==> config.mk <==
export PLATFORM = sky130hd
export DESIGN_NAME = block_transposition_cipher
export DESIGN_NICKNAME = d
export VERILOG_FILES = /design/src/design/btc_pkg.sv /design/src/design/block_transposition_cipher.sv /design/src/design/btc_datapath.sv /design/src/design/btc_ctrl.sv
export SDC_FILE = /design/constraint.sdc
export NUM_CORES = 1
export LEC_CHECK = 0
export CORE_MARGIN = 5
export CORE_UTILIZATION = 64
export CTS_CLUSTER_SIZE = 28
export DETAILED_ROUTE_END_ITERATION = 8
export DONT_BUFFER_PORTS = 1
export PLACE_DENSITY = 0.8
export SYNTH_ARGS = -nofsm -noshare
export SYNTH_HDL_FRONTEND = slang
export SYNTH_SLANG_ARGS = --single-unit
==> constraint.sdc <==
create_clock -name clk -period 4.8 [get_ports clk]
set_clock_uncertainty 0.05 [all_clocks]
set_input_delay 0.48 -clock clk [delete_from_list [all_inputs] [get_ports clk]]
set_output_delay 0.48 -clock clk [all_outputs]
set_load 0.02 [all_outputs]
==> src/design/btc_pkg.sv <==
// ---------------------------------------------------------------------------
// btc_pkg
// Shared types, constants and byte helpers of the transposition cipher.
// ---------------------------------------------------------------------------
`default_nettype none

package btc_pkg;

  // Default buffer depth in bytes
  localparam int MAX_LEN_DEF = 64;

  // Fixed field widths
  localparam int KEY_W  = 6;
  localparam int WIDE_W = KEY_W + 1;
  localparam int DATA_W = KEY_W;

  // Configuration register indexes
  localparam logic REG_KEY_WIDTH    = 1'b0;
  localparam logic REG_DECRYPT_MODE = 1'b1;

  // Error codes
  localparam logic [1:0] ERR_NONE     = 2'd0;
  localparam logic [1:0] ERR_KEY      = 2'd1;
  localparam logic [1:0] ERR_OVERFLOW = 2'd2;

  // Pad byte
  localparam logic [7:0] PAD_CHAR = 8'h78;

  typedef struct packed {
    logic [7:0] char_in;
    logic       end_of_message;
  } req_t;

  typedef struct packed {
    logic [7:0] char_out;
    logic       last_out;
    logic [1:0] error_code;
  } rsp_t;

  typedef enum logic [2:0] {
    S_IDLE,
    S_CHECK,
    S_DIVIDE,
    S_SETUP,
    S_EMIT
  } state_t;

  // Controller to datapath
  typedef struct packed {
    logic       accept;
    logic       clear;
    logic       err_valid;
    logic [1:0] err_code;
    logic       div_load;
    logic       div_step;
    logic       setup;
    logic       emit;
  } cmd_t;

  // Datapath to controller
  typedef struct packed {
    logic overflow;
    logic key_bad;
    logic div_last;
    logic pad_err;
    logic emit_last;
  } stat_t;

  function automatic logic [7:0] to_lower(input logic [7:0] c);
    logic [7:0] r;
    r = c;
    if (c >= 8'h41 && c <= 8'h5a) begin
      r = c + 8'h20;
    end
    return r;
  endfunction

  // Keep decision on an already lower-cased byte
  function automatic logic keep_byte(input logic [7:0] c, input logic decrypt);
    logic k;
    if (c == 8'h20 || (c >= 8'h09 && c <= 8'h0d)) begin
      k = 1'b0;
    end else if (!decrypt) begin
      k = (c >= 8'h61 && c <= 8'h7a);
    end else begin
      k = 1'b1;
    end
    return k;
  endfunction

endpackage

`default_nettype wire

==> src/design/block_transposition_cipher.sv <==
// ---------------------------------------------------------------------------
// block_transposition_cipher
// Columnar transposition cipher taking one message byte per request.
// ---------------------------------------------------------------------------
//
//   channel   ports                                  handshake
//   -------   ------------------------------------   ----------------------
//   request   req.char_in, req.end_of_message        start & !busy
//   result    result.char_out/last_out/error_code    result_strobe, 1 cycle
//   config    cfg_index, cfg_data                    cfg_write, no wait
//
// A byte without the end mark is taken while idle; busy stays low.
// The end byte starts a check state, then a divide of length by key, a
// setup state and a burst of rows*cols results, one result per cycle from
// the single buffer read port. An error result is registered from the
// check state, or from the setup state for a pad overflow.
// Results cannot be held off, so only busy stalls the sender.
// Reset is synchronous; the buffer has no reset and needs no clearing pass.
// ---------------------------------------------------------------------------
`default_nettype none

module block_transposition_cipher #(
  parameter int MAX_LEN = btc_pkg::MAX_LEN_DEF
) (
  input  wire                         clk,
  input  wire                         rst,
  input  wire                         start,
  input  btc_pkg::req_t               req,
  output logic                        busy,
  output btc_pkg::rsp_t               result,
  output logic                        result_strobe,
  input  wire                         cfg_write,
  input  wire                         cfg_index,
  input  wire  [btc_pkg::DATA_W-1:0]  cfg_data
);

  btc_pkg::cmd_t  cmd;
  btc_pkg::stat_t stat;

  btc_ctrl u_ctrl (
    .clk   (clk),
    .rst   (rst),
    .start (start),
    .eom   (req.end_of_message),
    .stat  (stat),
    .busy  (busy),
    .cmd   (cmd)
  );

  btc_datapath #(
    .MAX_LEN (MAX_LEN)
  ) u_datapath (
    .clk           (clk),
    .rst           (rst),
    .cfg_write     (cfg_write),
    .cfg_index     (cfg_index),
    .cfg_data      (cfg_data),
    .req           (req),
    .cmd           (cmd),
    .stat          (stat),
    .result        (result),
    .result_strobe (result_strobe)
  );

endmodule

`default_nettype wire

==> src/design/btc_datapath.sv <==
// ---------------------------------------------------------------------------
// btc_datapath
// Text buffer, length divider, transposition address walk and result regs.
// ---------------------------------------------------------------------------
`default_nettype none

module btc_datapath #(
  parameter int MAX_LEN = btc_pkg::MAX_LEN_DEF
) (
  input  wire               clk,
  input  wire               rst,
  input  wire               cfg_write,
  input  wire               cfg_index,
  input  wire  [btc_pkg::DATA_W-1:0] cfg_data,
  input  btc_pkg::req_t     req,
  input  btc_pkg::cmd_t     cmd,
  output btc_pkg::stat_t    stat,
  output btc_pkg::rsp_t     result,
  output logic              result_strobe
);

  localparam int ADDR_W = $clog2(MAX_LEN);
  localparam int CNT_W  = $clog2(MAX_LEN + 1);
  localparam int STEP_W = $clog2(CNT_W);
  localparam int WIDE_W = btc_pkg::WIDE_W;
  localparam int KEY_W  = btc_pkg::KEY_W;

  // Configuration
  logic [KEY_W-1:0] key;
  logic             mode;

  // Message state
  logic [7:0]       mem [MAX_LEN];
  logic [CNT_W-1:0] kept;
  logic             ovf;

  // Divider
  logic [WIDE_W-1:0] rem;
  logic [CNT_W-1:0]  quo;
  logic [STEP_W-1:0] step;
  logic [WIDE_W-1:0] trial;
  logic [WIDE_W-1:0] key_w;

  // Address walk
  logic [CNT_W-1:0] rows;
  logic [CNT_W-1:0] cols;
  logic [CNT_W-1:0] col_i;
  logic [CNT_W-1:0] row_j;
  logic [CNT_W-1:0] idx;

  // Result registers
  logic       out_last;
  logic [1:0] out_err;
  logic       out_pad;
  logic [7:0] rd_q;

  logic [7:0]        ch_low;
  logic              keep;
  logic              rem_nz;
  logic [WIDE_W:0]   padded;
  logic [CNT_W-1:0]  rows_enc;

  assign ch_low = btc_pkg::to_lower(req.char_in);
  assign keep   = btc_pkg::keep_byte(ch_low, mode);
  assign key_w  = {1'b0, key};
  assign trial  = {rem[WIDE_W-2:0], quo[CNT_W-1]};
  assign rem_nz = (rem != '0);
  assign rows_enc = quo + CNT_W'(rem_nz);
  assign padded = (WIDE_W+1)'(kept) + (rem_nz ? (WIDE_W+1)'(key_w - rem) : '0);

  // Status toward the controller
  assign stat.overflow  = ovf;
  assign stat.key_bad   = (key == '0) || (key_w >= WIDE_W'(kept));
  assign stat.div_last  = (step == STEP_W'(CNT_W - 1));
  assign stat.pad_err   = !mode && (padded > (WIDE_W+1)'(MAX_LEN));
  assign stat.emit_last = (col_i == cols - 1'b1) && (row_j == rows - 1'b1);

  // Configuration registers
  always_ff @(posedge clk) begin
    if (rst) begin
      key  <= KEY_W'(1);
      mode <= 1'b0;
    end else if (cfg_write) begin
      case (cfg_index)
        btc_pkg::REG_KEY_WIDTH:    key  <= cfg_data[KEY_W-1:0];
        btc_pkg::REG_DECRYPT_MODE: mode <= cfg_data[0];
        default: ;
      endcase
    end
  end

  // Track kept length and overflow
  always_ff @(posedge clk) begin
    if (rst || cmd.clear) begin
      kept <= '0;
      ovf  <= 1'b0;
    end else if (cmd.accept && keep) begin
      if (kept < CNT_W'(MAX_LEN)) begin
        kept <= kept + 1'b1;
      end else begin
        ovf <= 1'b1;
      end
    end
  end

  // Buffer write and registered read
  always_ff @(posedge clk) begin
    if (cmd.accept && keep && (kept < CNT_W'(MAX_LEN))) begin
      mem[kept[ADDR_W-1:0]] <= ch_low;
    end
  end

  always_ff @(posedge clk) begin
    if (cmd.emit) begin
      rd_q <= mem[idx[ADDR_W-1:0]];
    end
  end

  // Restoring divide of length by key, one quotient bit per cycle
  always_ff @(posedge clk) begin
    if (cmd.div_load) begin
      rem  <= '0;
      quo  <= kept;
      step <= '0;
    end else if (cmd.div_step) begin
      step <= step + 1'b1;
      if (trial >= key_w) begin
        rem <= trial - key_w;
        quo <= {quo[CNT_W-2:0], 1'b1};
      end else begin
        rem <= trial;
        quo <= {quo[CNT_W-2:0], 1'b0};
      end
    end
  end

  // Walk the buffer column by column
  always_ff @(posedge clk) begin
    if (cmd.setup) begin
      if (mode) begin
        rows <= CNT_W'(key);
        cols <= quo;
      end else begin
        rows <= rows_enc;
        cols <= CNT_W'(key);
      end
      col_i <= '0;
      row_j <= '0;
      idx   <= '0;
    end else if (cmd.emit) begin
      if (row_j == rows - 1'b1) begin
        row_j <= '0;
        col_i <= col_i + 1'b1;
        idx   <= col_i + 1'b1;
      end else begin
        row_j <= row_j + 1'b1;
        idx   <= idx + cols;
      end
    end
  end

  // Result registers
  always_ff @(posedge clk) begin
    if (rst) begin
      result_strobe <= 1'b0;
    end else begin
      result_strobe <= cmd.emit || cmd.err_valid;
    end
  end

  always_ff @(posedge clk) begin
    if (cmd.err_valid) begin
      out_last <= 1'b1;
      out_err  <= cmd.err_code;
      out_pad  <= 1'b0;
    end else if (cmd.emit) begin
      out_last <= stat.emit_last;
      out_err  <= btc_pkg::ERR_NONE;
      out_pad  <= (idx >= kept);
    end
  end

  // Zero the byte on error, substitute pad past the text
  always_comb begin
    result.last_out   = out_last;
    result.error_code = out_err;
    if (out_err != btc_pkg::ERR_NONE) begin
      result.char_out = 8'h00;
    end else if (out_pad) begin
      result.char_out = btc_pkg::PAD_CHAR;
    end else begin
      result.char_out = rd_q;
    end
  end

endmodule

`default_nettype wire

==> src/design/btc_ctrl.sv <==
// ---------------------------------------------------------------------------
// btc_ctrl
// Sequencer: accept bytes, check, divide, set up and run the output burst.
// ---------------------------------------------------------------------------
`default_nettype none

module btc_ctrl (
  input  wire            clk,
  input  wire            rst,
  input  wire            start,
  input  wire            eom,
  input  btc_pkg::stat_t stat,
  output logic           busy,
  output btc_pkg::cmd_t  cmd
);

  btc_pkg::state_t state, state_next;

  // State register
  always_ff @(posedge clk) begin
    if (rst) begin
      state <= btc_pkg::S_IDLE;
    end else begin
      state <= state_next;
    end
  end

  // Next state and commands
  always_comb begin
    state_next = state;
    cmd        = '0;
    busy       = 1'b1;
    case (state)
      btc_pkg::S_IDLE: begin
        busy = 1'b0;
        if (start) begin
          cmd.accept = 1'b1;
          if (eom) begin
            state_next = btc_pkg::S_CHECK;
          end
        end
      end
      btc_pkg::S_CHECK: begin
        if (stat.overflow) begin
          cmd.err_valid = 1'b1;
          cmd.err_code  = btc_pkg::ERR_OVERFLOW;
          cmd.clear     = 1'b1;
          state_next    = btc_pkg::S_IDLE;
        end else if (stat.key_bad) begin
          cmd.err_valid = 1'b1;
          cmd.err_code  = btc_pkg::ERR_KEY;
          cmd.clear     = 1'b1;
          state_next    = btc_pkg::S_IDLE;
        end else begin
          cmd.div_load = 1'b1;
          state_next   = btc_pkg::S_DIVIDE;
        end
      end
      btc_pkg::S_DIVIDE: begin
        cmd.div_step = 1'b1;
        if (stat.div_last) begin
          state_next = btc_pkg::S_SETUP;
        end
      end
      btc_pkg::S_SETUP: begin
        if (stat.pad_err) begin
          cmd.err_valid = 1'b1;
          cmd.err_code  = btc_pkg::ERR_OVERFLOW;
          cmd.clear     = 1'b1;
          state_next    = btc_pkg::S_IDLE;
        end else begin
          cmd.setup  = 1'b1;
          state_next = btc_pkg::S_EMIT;
        end
      end
      btc_pkg::S_EMIT: begin
        cmd.emit = 1'b1;
        if (stat.emit_last) begin
          cmd.clear  = 1'b1;
          state_next = btc_pkg::S_IDLE;
        end
      end
      default: begin
        state_next = btc_pkg::S_IDLE;
      end
    endcase
  end

endmodule

`default_nettype wire

Word level (Yosys, flattened, before mapping)
Memory sizes are Yosys's and may differ from the RTL's. A register that Yosys moved wholly into a read port is not among the register bits.
Cells that the tools add are included.

word-level totals
  memory bits (writable) = 512
  bits in read-only memories = 0
  output and inout port bits = 13
  register bits after elaboration = 75
  latch bits = 0
  input port bits = 20
  memories = 1
  logic and storage cells = 123

operators by class
  bitwise gates (word level) = 2
  divide/modulo/power cells = 0
  equal/unequal tests = 12
  shifts and indexed selects = 0
  magnitude comparators = 11
  add/subtract/negate cells = 12
  $mul = 0
  reduce and logical (&&, ||, !) cells = 24
  multiplexer cells = 42

memories
  name            words  width  read ports  clocked after Yosys merged registers in  write ports  RTL line            RTL
  u_datapath.mem  64     8      1           1                                        1            btc_datapath.sv:33  logic [7:0] mem [MAX_LEN];

operators by type and width
  operator                                                                           count
  7-bit 2-to-1 mux                                                                   5
  8-bit 2-to-1 mux                                                                   4
  7-bit by 1-bit adder with 7-bit output (second input constant)                     3
  8-bit by 7-bit >= comparator with 1-bit output (second input constant)             2
  8-bit by 7-bit less-or-equal comparator with 1-bit output (second input constant)  2
  1-bit 2-to-1 mux                                                                   16
  3-bit 2-to-1 mux                                                                   5
  3-bit case mux with 5 select lines                                                 1
  7-bit equality test                                                                2
  7-bit by 1-bit subtractor with 7-bit output (second input constant)                2
  4-bit 2-to-1 mux                                                                   3
  6-bit 2-to-1 mux                                                                   2
  2-bit AND reduction                                                                5
  7-bit by 8-bit adder with 8-bit output                                             1
  8-bit by 6-bit adder with 8-bit output (second input constant)                     1
  8-bit by 6-bit equality test with 1-bit output (second input constant)             1
  8-bit by 4-bit >= comparator with 1-bit output (second input constant)             1
  8-bit by 7-bit greater-than comparator with 1-bit output (second input constant)   1
  8-bit by 4-bit less-or-equal comparator with 1-bit output (second input constant)  1
  2-bit 2-to-1 mux                                                                   4
  2-bit inequality test (second input constant)                                      4
  6-bit by 7-bit subtractor with 8-bit output                                        1
  7-bit by 1-bit adder with 7-bit output                                             1
  7-bit adder                                                                        1
  other kinds (20)                                                                   34

Depth between registers and ports, before layout
Gate-level depths: netlist (run 1).

  depth after elaboration = 11
  mapped depth = 19
  depth with buffers taken out = 18

Hierarchy
Synthesis (run 1) repeated with hierarchy kept, for this count alone.

unflattened totals
  cell total of the unflattened synthesis = 1,479
  area, all modules = 25,534.5 um^2

modules (own cells, without submodules)
  module        area an instance (um^2)  cells each  times used
  btc_datapath  25,294.3                 1,450       1
  btc_ctrl      240.2                    29          1

Worst setup path after synthesis (run 1)
OpenSTA, ideal clock, no wires.

  path kind = input-to-reg
  start point = input port req[2] (netlist bit)
  end point = memory u_datapath.mem[0][7], data pin
  data required time = 4.028 ns
  library setup time = 0.722 ns
  arrival = 3.572 ns
  stages on the path = 3
  buffers on the path = 0
  setup slack = 0.456 ns
  cells stage by stage = a21oi_1 > o221ai_1 > o31ai_1

on the way
  word-level cells in the longest chain between the ends = 3

ends and longest elaborated chain
  element                                                                                                                             RTL line                          RTL
  start: declaration                                                                                                                  block_transposition_cipher.sv:28  input btc_pkg::req_t req,
  8-bit by 7-bit >= comparator with 1-bit output / 8-bit by 7-bit less-or-equal comparator with 1-bit output (equally long branches)  btc_pkg.sv:72                     if (c >= 8'h41 && c <= 8'h5a) begin
  1-bit logical AND                                                                                                                   btc_pkg.sv:72
  8-bit 2-to-1 mux *                                                                                                                  btc_pkg.sv:72
  net u_datapath.ch_low[7]                                                                                                            btc_datapath.sv:57                logic [7:0] ch_low;
  end: declaration                                                                                                                    btc_datapath.sv:33

The timed path passes the listed nets; every way through them passes the cells marked *.

Worst setup path in the final report (run 1)
  start point = register u_datapath.key[0]
  end point = register u_datapath.out_err[1] (enable)

on the way
  word-level cells in the longest chain between the ends = 8

ends and longest elaborated chain
  element                                                   RTL line             RTL
  start: declaration                                        btc_datapath.sv:29   logic [KEY_W-1:0] key;
  start signal: assignment                                  btc_datapath.sv:85   btc_pkg::REG_KEY_WIDTH: key <= cfg_data[KEY_W-1:0];
  6-bit by 7-bit subtractor with 8-bit output               btc_datapath.sv:69   assign padded = (WIDE_W+1)'(kept) + (rem_nz ? (WIDE_W+1)'(key_w - rem) : '0);
  8-bit 2-to-1 mux                                          btc_datapath.sv:69
  7-bit by 8-bit adder with 8-bit output                    btc_datapath.sv:69
  8-bit by 7-bit greater-than comparator with 1-bit output  btc_datapath.sv:75   assign stat.pad_err = !mode && (padded > (WIDE_W+1)'(MAX_LEN));
  1-bit logical AND                                         btc_datapath.sv:75
  4-bit 2-to-1 mux                                          btc_ctrl.sv:66       if (stat.pad_err) begin
  3-bit case mux with 2 select lines *                      btc_ctrl.sv:33       case (state)
  2-bit nonzero test (no line) *                            -
  end signal: assignment                                    btc_datapath.sv:174  out_err <= cmd.err_code;
  end signal: assignment                                    btc_datapath.sv:178  out_err <= btc_pkg::ERR_NONE;
  end: declaration                                          btc_datapath.sv:53   logic [1:0] out_err;

Every way passes the cells marked *; elsewhere a longest branch is shown, timed or not.
A chain may end at the register's enable or synchronous reset.

==> results.yml, run 1 <==
worst_setup_path:
  cp_data_required_time_ps: 5030
  r2r_start: "u_datapath.key[0]"
  path_max_fanout: 6
  sort_of_element_at_the_start_of_the_critical_path: "flip-flop"
  setup.worst_path.end_class: "flip-flop"
  setup.worst_path.class: "reg2reg"
  arrival_ps: 4810
  reg2regPathDepth: 17
  reg_to_reg_end: "u_datapath.out_err[1]"
  regToRegSetupSlack_ps: 230
cts:
  postCtsSetupBuffers: 0
  cts-buffers-inserted: 56
  htree_num_levels: 2
  cts-root-buf: "sky130_fd_sc_hd__clkbuf_16"
  clock-sinks: 595
  clkSlewWorstSetupHoldPaths_ps: 60
  clk_latency_ps: 610
  tritoncts: "done"
  clock_path_buffers: 3
drt:
  detailedRoute.firstPassIterationCount: 8
  avg_vias_per_cell: 6.896
  antenna_violating_nets_post_route: 0
  routed_wl_um: 62520
  initialDrtViolationCount: 1777
  post-route-drc-count: 0
  wl_per_cell_um: 30.45
  dr_total_vias: 14160
cells_and_area:
  num-nets-final: 1556
  final.fill_count: 2306
  multi_input_comb_area_um2: 7577
  post_route_cells_drive_above_1_share: 0.1987
  final_core_util: 0.7085
  register_area_um2: 17360
  synthToLayoutAreaGrowth_pct: 10.22
sta:
  min_period_over_period: 0.9525
  rsz0062_at_grt: "no"
  number_of_pins_with_negative_max_slew_slack_in_the_final_report: 0
  final.hold.worst_slack_ps: 21.41
  timing.setup.tns_ps: 0
  min_period_ps: 4572
  normalized_max_slew_margin: 0.1205
  final_setup_violation_count: 0
  tightest_slew_ps: 1319
  hold_violation_total_from_the_final_report: 0
  maxClockFrequency_mhz: 218.7
outcome:
  status: "complete, no violations"
floorplan:
  core_area_um2: 39460
  die_w_um: 209.1
  io-pin-count: 33
  die_height_um: 209.1
  initial_utilization: 0.6428
  core.rowCount: 73
  die_ar_um2: 43710
grt:
  groute.usage.overall: 0.2878
  grt_pass1_vias: 14150
  initial_antenna_violation_count: 5
  grt_pass1_wl_um: 92900
  grt_start_max_net_pins: 65
  grt_overflow: 0
pwr:
  internal_power_summed_over_all_cells_w: 0.008817
  pwr-share-comb: 0.149
  vdd_drop_max_v: 0.0002993
  power_density_nw_per_um2: 421.1
  power.net_switching_w: 0.002956
  power.sequential.fraction: 0.496
  clock_power_share: 0.355
  totalPowerFinal_w: 0.01177
  cellLeakagePower_nw: 9.046
  power.switching_fraction: 0.2511
synth:
  syn_avg_cell_area_um2: 17.53
  synth_nets: 1519
  main_synth_ff_type: "sky130_fd_sc_hd__edfxtp_1"
  synthesis.instances: 1447
  synthArstFlopShare: 0
  synth_enable_flop_cells: 543
  post_synthesis_register_bit_count: 595
  synth.yosys.seq_area_share: 0.6839
  yosys_warnings: 0
  synth.cell_area_um2: 25360
  unique_masters_post_synth: 74
hold_path:
  hold_path.class: "in2reg"
  min_from: "rst"
  hold_path_depth: 1
  holdPathEnd: "u_ctrl.state[2]"
placed_design:
  place.detailed.hpwl_um: 36110
  numPortBuffers: 0
  globalplace.congestion: 0.8688
run:
  max_cap_violation_count: 0
==> how the worst max path moves through the flow <==
stage | from | endpoint | slack (ps) | cells past startpoint
after floorplan | req[2] | u_datapath.mem[0][7] | 460 | 3
final | u_datapath.key[0] | u_datapath.out_err[1] | 230 | 17
after detailed placement | u_datapath.key[0] | u_datapath.out_err[1] | 230 | 17
after global routing | u_datapath.key[0] | u_datapath.out_err[1] | 60 | 17
after CTS | u_datapath.key[0] | u_datapath.out_err[1] | 180 | 17
after global placement | u_datapath.key[0] | u_datapath.out_err[1] | 330 | 17
==> metal layers <==
layer,track usage,routed length (µm),share of wire,vias up
met2,0.4677,30760,0.49,1001
met4,0.1044,2529,0.040,6
met1,0.3831,22070,0.35,7119
met3,0.07657,7109,0.11,189
li1,-,-,-,5843
met5,0,46,0.00074,-
==> kinds of logic (layout without fill, tap and decap cells) <==
group / after synthesis / after routing / share of synthesized area
compound gates: 150 / 150 / 0.04104
xor+xnor: 52 / 52 / 0.01855
fa+ha+maj: 52 / 52 / 0.02684
buf+inv: 112 / 190 / 0.01860
flops: 595 / 595 / 0.6839
mux: 180 / 180 / 0.1544
other cells: 0 / 3 / 0
simple gates: 306 / 306 / 0.05668
==> Yosys cell counts (7+ instances only) <==
cell | n | area (µm²)
sky130_fd_sc_hd__a21o_1 | 10 | 75.07
sky130_fd_sc_hd__buf_1 | 9 | 33.78
sky130_fd_sc_hd__xor2_1 | 25 | 219.0
sky130_fd_sc_hd__xnor2_1 | 26 | 227.7
sky130_fd_sc_hd__a211oi_1 | 10 | 75.07
sky130_fd_sc_hd__o21ai_0 | 36 | 180.2
sky130_fd_sc_hd__a21oi_1 | 30 | 150.1
sky130_fd_sc_hd__mux2_2 | 9 | 101.4
sky130_fd_sc_hd__and2_1 | 7 | 43.79
sky130_fd_sc_hd__clkbuf_1 | 36 | 135.1
sky130_fd_sc_hd__mux4_2 | 168 | 3784
sky130_fd_sc_hd__ha_1 | 48 | 600.6
sky130_fd_sc_hd__inv_1 | 48 | 180.2
sky130_fd_sc_hd__o21a_1 | 10 | 75.07
sky130_fd_sc_hd__nor2b_1 | 9 | 56.30
sky130_fd_sc_hd__edfxtp_1 | 543 | 16310
sky130_fd_sc_hd__nand2b_1 | 10 | 62.56
sky130_fd_sc_hd__dfxtp_1 | 52 | 1041
sky130_fd_sc_hd__nand2_1 | 45 | 168.9
sky130_fd_sc_hd__buf_2 | 14 | 70.07
sky130_fd_sc_hd__and3_1 | 8 | 50.05
sky130_fd_sc_hd__nor2_1 | 137 | 514.2
sky130_fd_sc_hd__nand3_1 | 25 | 125.1
sky130_fd_sc_hd__nor3_1 | 29 | 145.1
sky130_fd_sc_hd__nor4_1 | 7 | 43.79
==> cell type report <==
| class | count | share of cell area |
|---|---|---|
| clock inverter | 27 | 0.008370 |
| inverter | 49 | 0.006580 |
| tap | 525 | 0.02350 |
| timing repair buffer | 42 | 0.01710 |
| antenna | 3 | 0.0002686 |
| clock buffer | 72 | 0.05228 |
| multi-input combinational | 740 | 0.2711 |
| sequential | 595 | 0.6208 |
==> worst max-delay path, stage by stage (launching register included) <==
cell and delay [ps]:
sky130_fd_sc_hd__dfxtp_1 340, sky130_fd_sc_hd__inv_1 140, sky130_fd_sc_hd__ha_1 190, sky130_fd_sc_hd__inv_1 50
sky130_fd_sc_hd__fa_1 410, sky130_fd_sc_hd__a21o_1 180, sky130_fd_sc_hd__a21o_1 190, sky130_fd_sc_hd__a21o_1 170
sky130_fd_sc_hd__a21oi_1 170, sky130_fd_sc_hd__xnor2_1 150, sky130_fd_sc_hd__nor2_1 60, sky130_fd_sc_hd__ha_1 360
sky130_fd_sc_hd__or4b_1 550, sky130_fd_sc_hd__o2111a_1 160, sky130_fd_sc_hd__a311oi_2 320, sky130_fd_sc_hd__a311oi_2 120
sky130_fd_sc_hd__or3_2 530, sky130_fd_sc_hd__nand2_1 130
==> flip-flops by register name, indices dropped and copies added, names as in the netlist, 2 cells and up <==
register	flops
u_datapath.mem	512
u_datapath.rd_q	8
u_datapath.col_i	7
u_datapath.cols	7
u_datapath.idx	7
u_datapath.kept	7
u_datapath.quo	7
u_datapath.rem	7
u_datapath.row_j	7
u_datapath.rows	7
u_datapath.key	6
u_ctrl.state	3
u_datapath.step	3
u_datapath.out_err	2
==> cell usage in the layout, fill, tap and decap left out, types with 26 or more instances in the layout <==
master                      Yosys  final
sky130_fd_sc_hd__a21oi_1       30     30
sky130_fd_sc_hd__nor3_1        29     29
sky130_fd_sc_hd__edfxtp_1     543    543
sky130_fd_sc_hd__o21ai_0       36     36
sky130_fd_sc_hd__inv_1         48     48
sky130_fd_sc_hd__clkbuf_16      0     56
sky130_fd_sc_hd__dfxtp_1       52     49
sky130_fd_sc_hd__nor2_1       137    137
sky130_fd_sc_hd__buf_4          1     28
sky130_fd_sc_hd__ha_1          48     48
sky130_fd_sc_hd__nand2_1       45     45
sky130_fd_sc_hd__mux4_2       168    168
sky130_fd_sc_hd__xnor2_1       26     26
==> power by group through the flow <==
stage,Sequential (W),Combinational [W],Clock [W]
final,0.00583,0.00176,0.00418
after global routing,0.00584,0.00191,0.00444
after CTS,0.00583,0.00172,0.00420
after detailed placement,0.00594,0.00162,0
after global placement,0.00594,0.00157,0
after floorplan,0.00588,0.00130,0
==> through the flow <==
stage	cells	setup WS [ps]	area, µm²
floorplan	1447	455.8	25360
global placement	1941	331.2	26060
detailed placement	1941	232.6	26060
CTS	2050	178.7	27940
global route	2050	55.31	27950
finish	2053	228.2	27950
==> what timing repair did <==
item	4_1_cts	5_1_grt
gates resized for setup	0	1
endpoints found under the hold margin	328	0
hold buffers	10	0
setup endpoints to repair	0	8
Note: power is estimated with default switching activity, not from simulation.
==> run 2, diff against run 1 <==
CORE_MARGIN = 2   (was 5)
CORE_UTILIZATION = 50   (was 64)
PLACE_DENSITY = unset   (was 0.8)
==> results.yml, run 2 (synthesized netlist as in run 1, its figures left out) <==
sta:
  min_period_over_period: 0.9466
  timing.setup.tns_ps: 0
  tightest_slew_ps: 1037
  hold_violation_total_from_the_final_report: 0
  maxClockFrequency_mhz: 220.1
  number_of_pins_with_negative_max_slew_slack_in_the_final_report: 0
  rsz0062_at_grt: "no"
  final.hold.worst_slack_ps: 21.07
  normalized_max_slew_margin: 0.3088
  final_setup_violation_count: 0
  min_period_ps: 4544
placed_design:
  numPortBuffers: 0
  dp_cells: 2117
  place.detailed.hpwl_um: 36140
  globalplace.congestion: 0.8261
  detailed_place.area_um2: 26460
cts:
  tritoncts: "done"
  clk_latency_ps: 640
  postCtsSetupBuffers: 0
  clkSlewWorstSetupHoldPaths_ps: 60
  cts-root-buf: "sky130_fd_sc_hd__clkbuf_16"
  clock-sinks: 595
  cts-buffers-inserted: 60
  clock_path_buffers: 3
  htree_num_levels: 2
drt:
  wl_per_cell_um: 26.49
  post-route-drc-count: 0
  initialDrtViolationCount: 1303
  avg_vias_per_cell: 5.936
  dr_total_vias: 13300
  detailedRoute.firstPassIterationCount: 5
  antenna_violating_nets_post_route: 0
  routed_wl_um: 59360
cells_and_area:
  final_cells: 2241
  synthToLayoutAreaGrowth_pct: 12.70
  largest_register_ff_count: 512
  post_route_cells_drive_above_1_share: 0.2269
  num-nets-final: 1591
  final_area_um2: 28580
  layout_commonest_cell: "sky130_fd_sc_hd__edfxtp_1"
  num_antenna_cells: 0
  final_core_util: 0.5709
  mostFrequentLayoutCells: "sky130_fd_sc_hd__edfxtp_1 (543), sky130_fd_sc_hd__mux4_2 (168), sky130_fd_sc_hd__nor2_1 (137)"
floorplan:
  core.rowCount: 82
  die_w_um: 229.2
  initial_utilization: 0.5066
  die_ar_um2: 52540
  die_height_um: 229.2
  io-pin-count: 33
  core_area_um2: 50070
pwr:
  power_density_nw_per_um2: 423.7
  cellLeakagePower_nw: 9.329
  vdd_drop_max_v: 0.0003579
worst_setup_path:
  setup.worst_path.end_class: "flip-flop"
  reg_to_reg_end: "u_datapath.out_err[1]"
  sort_of_element_at_the_start_of_the_critical_path: "flip-flop"
  arrival_ps: 4810
  setup.worst_path.class: "reg2reg"
  cp_data_required_time_ps: 5070
  regToRegSetupSlack_ps: 260
  reg2regPathDepth: 16
  r2r_start: "u_datapath.rem[0]"
  path_max_fanout: 6
hold_path:
  hold_path.class: "in2reg"
  holdPathEnd: "u_datapath.key[2]"
  hold_path_depth: 2
  min_from: "cfg_data[2]"
grt:
  grt_pass1_vias: 13480
  grt_overflow: 0
  initial_antenna_violation_count: 3
  grt_start_max_net_pins: 65
  grt_pass1_wl_um: 88060
  groute.usage.overall: 0.2306
outcome:
  status: "complete, no violations"
run:
  max_cap_violation_count: 0
==> run 2: changes by cell type in the layout (fill, tap and decap cells not counted), sizes merged <==
cell / previous run / this run
diode: 3 / 0
and2b: 1 / 2
dlygate4sd3: 5 / 6
clkbuf: 72 / 70
buf: 37 / 66
bufinv: 3 / 4
clkinv: 21 / 31
clkinvlp: 1 / 5
==> run 2: where the power goes <==
part | switching [W] | total [W] | internal (W)
clock network | 0.00197 | 0.00451 | 0.00254
registers | 0.0000973 | 0.00582 | 0.00572
logic | 0.000987 | 0.00178 | 0.000790
==> run 2: repair_timing <==
item / in CTS / in global routing
hold endpoints to repair: 331 / 0
gates resized for setup: 0 / 2
endpoints found under the setup margin: 0 / 5
hold buffers: 11 / 0
==> run 2: layer usage <==
layer  part of all wire  track usage  vias to the layer above
li1                   -            -                     5945
met1               0.44       0.3352                     6841
met2               0.45       0.3449                      423
met3              0.077      0.05640                       92
met4              0.030      0.07670                        2
met5            0.00022            0                        -
==> run 2: stage by stage <==
step	setup WS [ps]	power [W]
CTS	251.5	0.01217
floorplan	455.8	0.007179
global route	18.33	0.01261
global placement	346.7	0.007584
finish	256.5	0.01211
detailed placement	269.0	0.007603
==> run 2: worst max-delay path by stage <==
stage	start	endpoint	slack [ps]
6_report	u_datapath.rem[0]	u_datapath.out_err[1]	260
5_1_grt	u_datapath.rem[0]	u_datapath.out_err[1]	20
4_1_cts	u_datapath.rem[0]	u_datapath.idx[2]	250
3_5_place_dp	u_datapath.rem[0]	u_datapath.idx[3]	270
3_3_place_gp	u_datapath.key[0]	u_datapath.idx[3]	350
2_1_floorplan	req[2]	u_datapath.mem[0][7]	460
==> run 2: layout make-up <==
| type | instances | area [µm²] |
|---|---|---|
| inverters | 49 | 183.9 |
| repair buffers | 72 | 705.7 |
| clock buffers | 70 | 1560 |
| clock inverters | 42 | 340.3 |
| well taps | 672 | 840.8 |
| fillers | 3851 | 21480 |
| flip-flops and latches | 595 | 17360 |
| multi-input cells | 741 | 7596 |
==> run 2: worst max-delay path: stages, from the launching register on <==
cell and delay, ps:
sky130_fd_sc_hd__dfxtp_1 410, sky130_fd_sc_hd__ha_1 210, sky130_fd_sc_hd__inv_1 60, sky130_fd_sc_hd__fa_1 400, sky130_fd_sc_hd__a21o_1 180, sky130_fd_sc_hd__a21o_1 200
sky130_fd_sc_hd__a21o_1 180, sky130_fd_sc_hd__a21oi_1 160, sky130_fd_sc_hd__xnor2_1 130, sky130_fd_sc_hd__nor2_1 60, sky130_fd_sc_hd__ha_1 350, sky130_fd_sc_hd__or4b_1 550
sky130_fd_sc_hd__o2111a_1 170, sky130_fd_sc_hd__a311oi_2 360, sky130_fd_sc_hd__a311oi_4 120, sky130_fd_sc_hd__or3_2 540, sky130_fd_sc_hd__nand2_1 120
